$ cat config.mk
export PLATFORM = sky130hd
export DESIGN_NAME = lfu_cell
export DESIGN_NICKNAME = d
export VERILOG_FILES = /design/src/rtl/core/lfu_pkg.sv /design/src/rtl/core/lfu_cell.sv
export SDC_FILE = /design/constraint.sdc
export NUM_CORES = 1
export LEC_CHECK = 0
export BUFFER_PORTS_ARGS = -buffer_cell sky130_fd_sc_hd__buf_2
export CAP_MARGIN = 20
export CORE_UTILIZATION = 48
export CTS_CLUSTER_SIZE = 16
export DETAILED_ROUTE_END_ITERATION = 7
export PLACE_DENSITY = 0.82
export SYNTH_ARGS = -nofsm -noshare
export SYNTH_HDL_FRONTEND = slang
export SYNTH_SLANG_ARGS = --single-unit
$ cat constraint.sdc
create_clock -name i_clk -period 4.65 [get_ports i_clk]
set_input_delay 0.6975 -clock i_clk [delete_from_list [all_inputs] [get_ports i_clk]]
set_output_delay 0.6975 -clock i_clk [all_outputs]
set_load 0.05 [all_outputs]
$ cat src/rtl/core/lfu_pkg.sv
package lfu_pkg;

    localparam int unsigned NumEntries = 64;
    localparam int unsigned IdxW       = $clog2(NumEntries);
    localparam int unsigned CntW       = 32;
    localparam int unsigned CfgW       = 7;
    // The row of cells is cut into segments with a register between them.
    localparam int unsigned SegCells   = 4;
    localparam int unsigned NumSegs    = NumEntries / SegCells;
    localparam int unsigned SegW       = $clog2(NumSegs);

    localparam logic       CmdGet = 1'b0;
    localparam logic       CmdPut = 1'b1;
    localparam logic [1:0] RegMaxEntries = 2'd0;

    // Operation broadcast to every cell for one word.
    typedef enum logic [3:0] {
        OP_NONE   = 4'b0001,
        OP_TOUCH  = 4'b0010,
        OP_REMOVE = 4'b0100,
        OP_INSERT = 4'b1000
    } t_op;

    typedef struct packed {
        t_op              op;
        logic [IdxW-1:0]  slot;
        logic [IdxW-1:0]  rank;
        logic             wr_data;
        logic [31:0]      key;
        logic [31:0]      data;
    } t_cell_cmd;

    // Candidate handed along the chain: best hit and best victim so far.
    typedef struct packed {
        logic             hit;
        logic [IdxW-1:0]  hit_idx;
        logic [31:0]      hit_data;
        logic [IdxW-1:0]  hit_rank;
        logic             vic;
        logic [IdxW-1:0]  vic_idx;
        logic [CntW-1:0]  vic_cnt;
        logic [IdxW-1:0]  vic_rank;
        logic             free;
        logic [IdxW-1:0]  free_idx;
    } t_chain;

endpackage

$ cat src/rtl/core/lfu_cell.sv
module lfu_cell
    import lfu_pkg::*;
(
    input  logic            i_clk,
    input  logic            i_rst_n,
    input  logic [IdxW-1:0] i_idx,
    input  logic [31:0]     i_lookup_key,
    input  t_cell_cmd       i_cmd,
    input  t_chain          i_chain,
    output t_chain          o_chain
);

    logic            r_valid;
    logic [31:0]     r_key;
    logic [31:0]     r_data;
    logic [CntW-1:0] r_cnt;
    logic [IdxW-1:0] r_rank;
    logic            mine;
    logic            better;

    assign mine = (i_cmd.slot == i_idx);

    // Victim order: lowest count, then the oldest rank.
    assign better = !i_chain.vic || (r_cnt < i_chain.vic_cnt)
                  || ((r_cnt == i_chain.vic_cnt) && (r_rank > i_chain.vic_rank));

    always_comb begin
        o_chain = i_chain;
        if (r_valid && !i_chain.hit && r_key == i_lookup_key) begin
            o_chain.hit      = 1'b1;
            o_chain.hit_idx  = i_idx;
            o_chain.hit_data = r_data;
            o_chain.hit_rank = r_rank;
        end
        if (r_valid && better) begin
            o_chain.vic      = 1'b1;
            o_chain.vic_idx  = i_idx;
            o_chain.vic_cnt  = r_cnt;
            o_chain.vic_rank = r_rank;
        end
        if (!r_valid && !i_chain.free) begin
            o_chain.free     = 1'b1;
            o_chain.free_idx = i_idx;
        end
    end

    always_ff @(posedge i_clk) begin
        if (!i_rst_n) begin
            r_valid <= 1'b0;
        end else begin
            unique case (i_cmd.op)
                OP_TOUCH: begin
                    if (mine) begin
                        r_rank <= '0;
                        if (r_cnt != '1) r_cnt <= r_cnt + 1'b1;
                        if (i_cmd.wr_data) r_data <= i_cmd.data;
                    end else if (r_valid && r_rank < i_cmd.rank) begin
                        r_rank <= r_rank + 1'b1;
                    end
                end
                OP_REMOVE: begin
                    if (mine) r_valid <= 1'b0;
                    else if (r_valid && r_rank > i_cmd.rank) r_rank <= r_rank - 1'b1;
                end
                OP_INSERT: begin
                    if (mine) begin
                        r_valid <= 1'b1;
                        r_key   <= i_cmd.key;
                        r_data  <= i_cmd.data;
                        r_cnt   <= CntW'(1);
                        r_rank  <= '0;
                    end else if (r_valid) begin
                        r_rank <= r_rank + 1'b1;
                    end
                end
                default: ;
            endcase
        end
    end

endmodule

Yosys cells after proc, flatten, opt, wreduce, memory -nomap -nowiden. Index checks and enable logic that the tools add are counted.

Register bits after elaboration: 103. Output and inout bits: 97.

$add $sub $neg: 3. $lt $le $gt $ge: 4. Equality and inequality tests: 16. Mux-type cells: 21. Reductions and logical operators: 21.

Operators with widths (count): $mux W32 (6); $pmux W32 S2 (2); $mux W45 (2); $eq A32 B32 Y1 (2); $mux W6 (6); $add A32 B1 Y32 const B (1); $lt A32 B32 Y1 (1); $ne A32 B32 Y1 const B (1); $pmux W6 S3 (1); $ne A2 B2 Y1 const B (7); $gt A6 B6 Y1 (2); $reduce_and A5 Y1 (2); $logic_and A1 B1 Y1 (7); $mux W7 (1); $add A6 B1 Y6 const B (1); $eq A6 B6 Y1 (1); $lt A6 B6 Y1 (1); $ne A3 B3 Y1 const B (2); $reduce_and A3 Y1 (2); $reduce_and A6 Y1 (1); $sub A6 B1 Y6 const B (1); $eq A4 B2 Y1 const B (1); $eq A4 B3 Y1 const B (1); $eq A4 B4 Y1 const B (1); 6 further kinds (12).

Longest topological paths before layout.
Depth in word-level cells: 5. Mapped depth: 9. Mapped depth without buffers: 8.

Worst setup path before layout. OpenSTA, ideal clock, no wires.

Kind: in2out. Start: in i_chain[44] (netlist bit). End: out o_chain[31] (netlist bit). Arrival: 3.096 ns. Path slack: 0.857 ns. Stages on the path: 8. Cells stage by stage: inv_1 ha_1 nand4_1 nor4_1 o211ai_1 a31oi_2 buf_4 mux2i_1.

RTL lines: start: declaration (RTL line lfu_cell.sv:9) `input t_chain i_chain,`; end: declaration (RTL line lfu_cell.sv:10) `output t_chain o_chain`.

==> flow_metrics.tcl <==
set metrics [dict create \
    ant_nets 0 \
    yosys.area.top_type "edfxtp_1" \
    start_util_pct 49.2 \
    place_congestion 0.832 \
    grt_max_degree 49 \
    finalMaxSlewViolations 0 \
    crit_required_ns 3.95 \
    via_count 5990 \
    yosys_warnings 0 \
    crit_fanout 23 \
    syn-num-nets 874 \
    synth.avg_cell_area_um2 11.2 \
    comb_power_share_pct 19.7 \
    synth_mux_area_share_pct 15.0 \
    dp_cells 1095 \
    switching_share_pct 29.6 \
    cts.sinks 103 \
    setup_violations 0 \
    place_ws_ns 0.695 \
    worstPathCellList "ha_1, nand4_1, nor4_1, o211ai_1, a31oi_4, buf_4, mux2_2, buf_2" \
    fmaxAchievable_mhz 247 \
    synth-seq-area-share_pct 45.3 \
    grt_pass1_vias 5600 \
    place_area_mm2 0.00861 \
    ctsHoldBuffers 0 \
    ys_seq_elements 103 \
    p_per_area_mw_per_mm2 248 \
    ir_drop_uv 271 \
    cts_tree "yes" \
    slew-limit-headroom_pct 29.8 \
    path_clk_slew_ns 0.08 \
    synth-compound-area-share_pct 7.32 \
    die_y_um 121 \
    cts_buffer_depth 2 \
    drv_cap 0 \
    finalSetupTns_ns 0 \
    firstDrtPassIters 5 \
    numCtsBuffers 9 \
    postCtsSetupRepairBufs 0 \
    synth_cell_types 52 \
    portBuffers 314 \
    leakage_nw 3.89 \
    die_w_um 121 \
    ios 315 \
    hold_viol 0 \
    fin_cells 1114 \
    synth_area_mm2 0.00680 \
    path_class "flop to output port" \
    setup_slack_ns 0.603 \
    clk_latency_ns 0.35 \
    num_rows 43 \
    drt_iter0_markers 360 \
    grt_antenna_before_repair 4 \
    slowest_stage "nor4_1" \
    fillCellCount 1170 \
    drc 0 \
    seq_power_share_pct 46.0 \
    hold_class "input port to flop" \
    drt_wl_total_um 19400 \
    post-route-period-util_pct 87.0 \
    status "finished, final reports clean" \
    tightest_slew_ns 1.04 \
    fin_util_pct 64.4 \
    clockPowerShare_pct 34.3 \
    period_needed_ns 4.05 \
    dp_hpwl_um 15600 \
    crit_path_start_kind "flop" \
    layout.nets 1191 \
    synthSimpleGateAreaFrac_pct 12.2 \
    clock-skew-final_ns 0.00851 \
    avgRoutedWirePerCell_um 17.4 \
    cp-end-kind "output port" \
    grt_pass1_wl_um 28400 \
    post_cts_resized 0 \
    fin_area_mm2 0.00891 \
    final_layout_size_suffix_gt1_share_pct 46.7 \
    synth_top_family_by_area "multiplexers" \
    htree_levels 3 \
    synthAdderAreaFrac_pct 8.65 \
    synth.top_cell.area_share_pct 45.0 \
    syn_to_final_growth_pct 31.0 \
    internal_power_mw 1.56 \
    grt.overflow.total 0 \
    viasPerCell 5.38 \
    arrival_ns 3.35 \
    coreArea_mm2 0.0138 \
    synthXorXnorAreaFrac_pct 7.60 \
    synthTopCellsByArea "edfxtp_1, mux2_2, ha_1" \
    power_switching_mw 0.653 \
    die_area_mm2 0.0146 \
    rsz0062_at_grt "false" \
    grt.total_usage_pct 25.7 \
    syn_inst 609 \
    cpPeakStageDelay_ns 0.54 \
    root_buffer "clkbuf_16" \
]
## cells in the mapped netlist (all sizes together)
cell and count:
edfxtp 102, mux2 87, inv 52, ha 47, xnor2 46, a21oi 36
nor2 34, nand2 29, o21ai 28, nand4 23, nand3 21, xor2 13
or3 11, clkbuf 9, and3 8, buf 6, nor3 6, a21o 4
mux2i 4, nand2b 4, nor4 4, a22oi 3, and2 3, nor4b 3
a211oi 2, a31oi 2, and4 2, nor2b 2, o2111ai 2, o211ai 2
or4 2, or4b 2, a2111oi 1, a21boi 1, a221oi 1, dfxtp 1
nand3b 1, o211a 1, o221ai 1, o22ai 1, o311ai 1, or2 1
## layout make-up
cell class / instances / area [um^2] / share of cell area (%)
flip-flops and latches: 103 / 3080 / 34.6
well taps: 180 / 225 / 2.53
repair buffers: 321 / 1620 / 18.2
diodes: 3 / 7.51 / 0.0843
multi-input cells: 439 / 3480 / 39.0
clock inverters: 7 / 70.1 / 0.787
inverters: 52 / 195 / 2.19
clock buffers: 9 / 225 / 2.53
## kinds of logic after synthesis
family	after synthesis
AO/OA/AOI/OAI	86
XOR/XNOR	59
adder cells (fa/ha/maj)	47
buffers and inverters	67
flip-flops	103
multiplexers	91
AND/OR/NAND/NOR	156
## stage by stage
step	hold WS, ns	power [mW]
2_1_floorplan	0.580	1.31
3_3_place_gp	0.642	1.46
3_5_place_dp	0.659	1.47
4_1_cts	0.499	2.23
5_1_grt	0.500	2.29
6_report	0.516	2.21
## power groups by stage
stage	Clock [mW]	Combinational, mW	Sequential, mW
floorplan	0	0.273	1.04
global placement	0	0.428	1.04
detailed placement	0	0.436	1.04
CTS	0.778	0.438	1.02
global route	0.807	0.464	1.02
finish	0.757	0.436	1.02
## layout by cell type (no fill, tap or decap), types with 13 or more instances in the layout
cell / Yosys / layout
ha_1: 47 / 47
a21oi_1: 36 / 35
edfxtp_1: 102 / 102
xor2_1: 13 / 13
nand4_1: 23 / 23
buf_2: 1 / 314
inv_1: 52 / 52
nand3_1: 19 / 18
nand2_1: 29 / 29
nor2_1: 33 / 31
o21ai_0: 28 / 28
xnor2_1: 46 / 46
mux2_2: 82 / 82
## worst max-delay path: cells and delay by family (launching register included)
family          cells  cell delay (ns)
mux                 1             0.39
simple gates        2             0.73
flops               1             0.52
fa+ha+maj           1             0.36
buf+inv             2             0.54
compound gates      2             0.44
## per-layer routing
metal / routed length (um) / vias to the layer above / global-route usage (%) / share of wire, %
met4: 437 / 2 / 9.95 / 2.3
met1: 7400 / 2814 / 29.8 / 38
met5: 11 / - / 0 / 0.057
met2: 10200 / 256 / 46.3 / 53
li1: - / 2892 / - / -
met3: 1350 / 26 / 5.12 / 7.0
## path summary, 6_finish.rpt
path | start | end | slack, ns | cells past startpoint
max | r_cnt[29] | o_chain[21] | 0.60 | 8
min | i_cmd[28] | r_data[28] | 0.52 | 1
max reg2reg | r_cnt[0] | r_cnt[5] | 1.88 | 8
min reg2reg | r_valid | r_valid | 0.67 | 2
## flip-flops by register name (all words and copies together) (netlist names)
name,count
r_cnt,32
r_data,32
r_key,32
r_rank,6
r_valid,1
No activity file was read; power rests on OpenSTA's default activity.
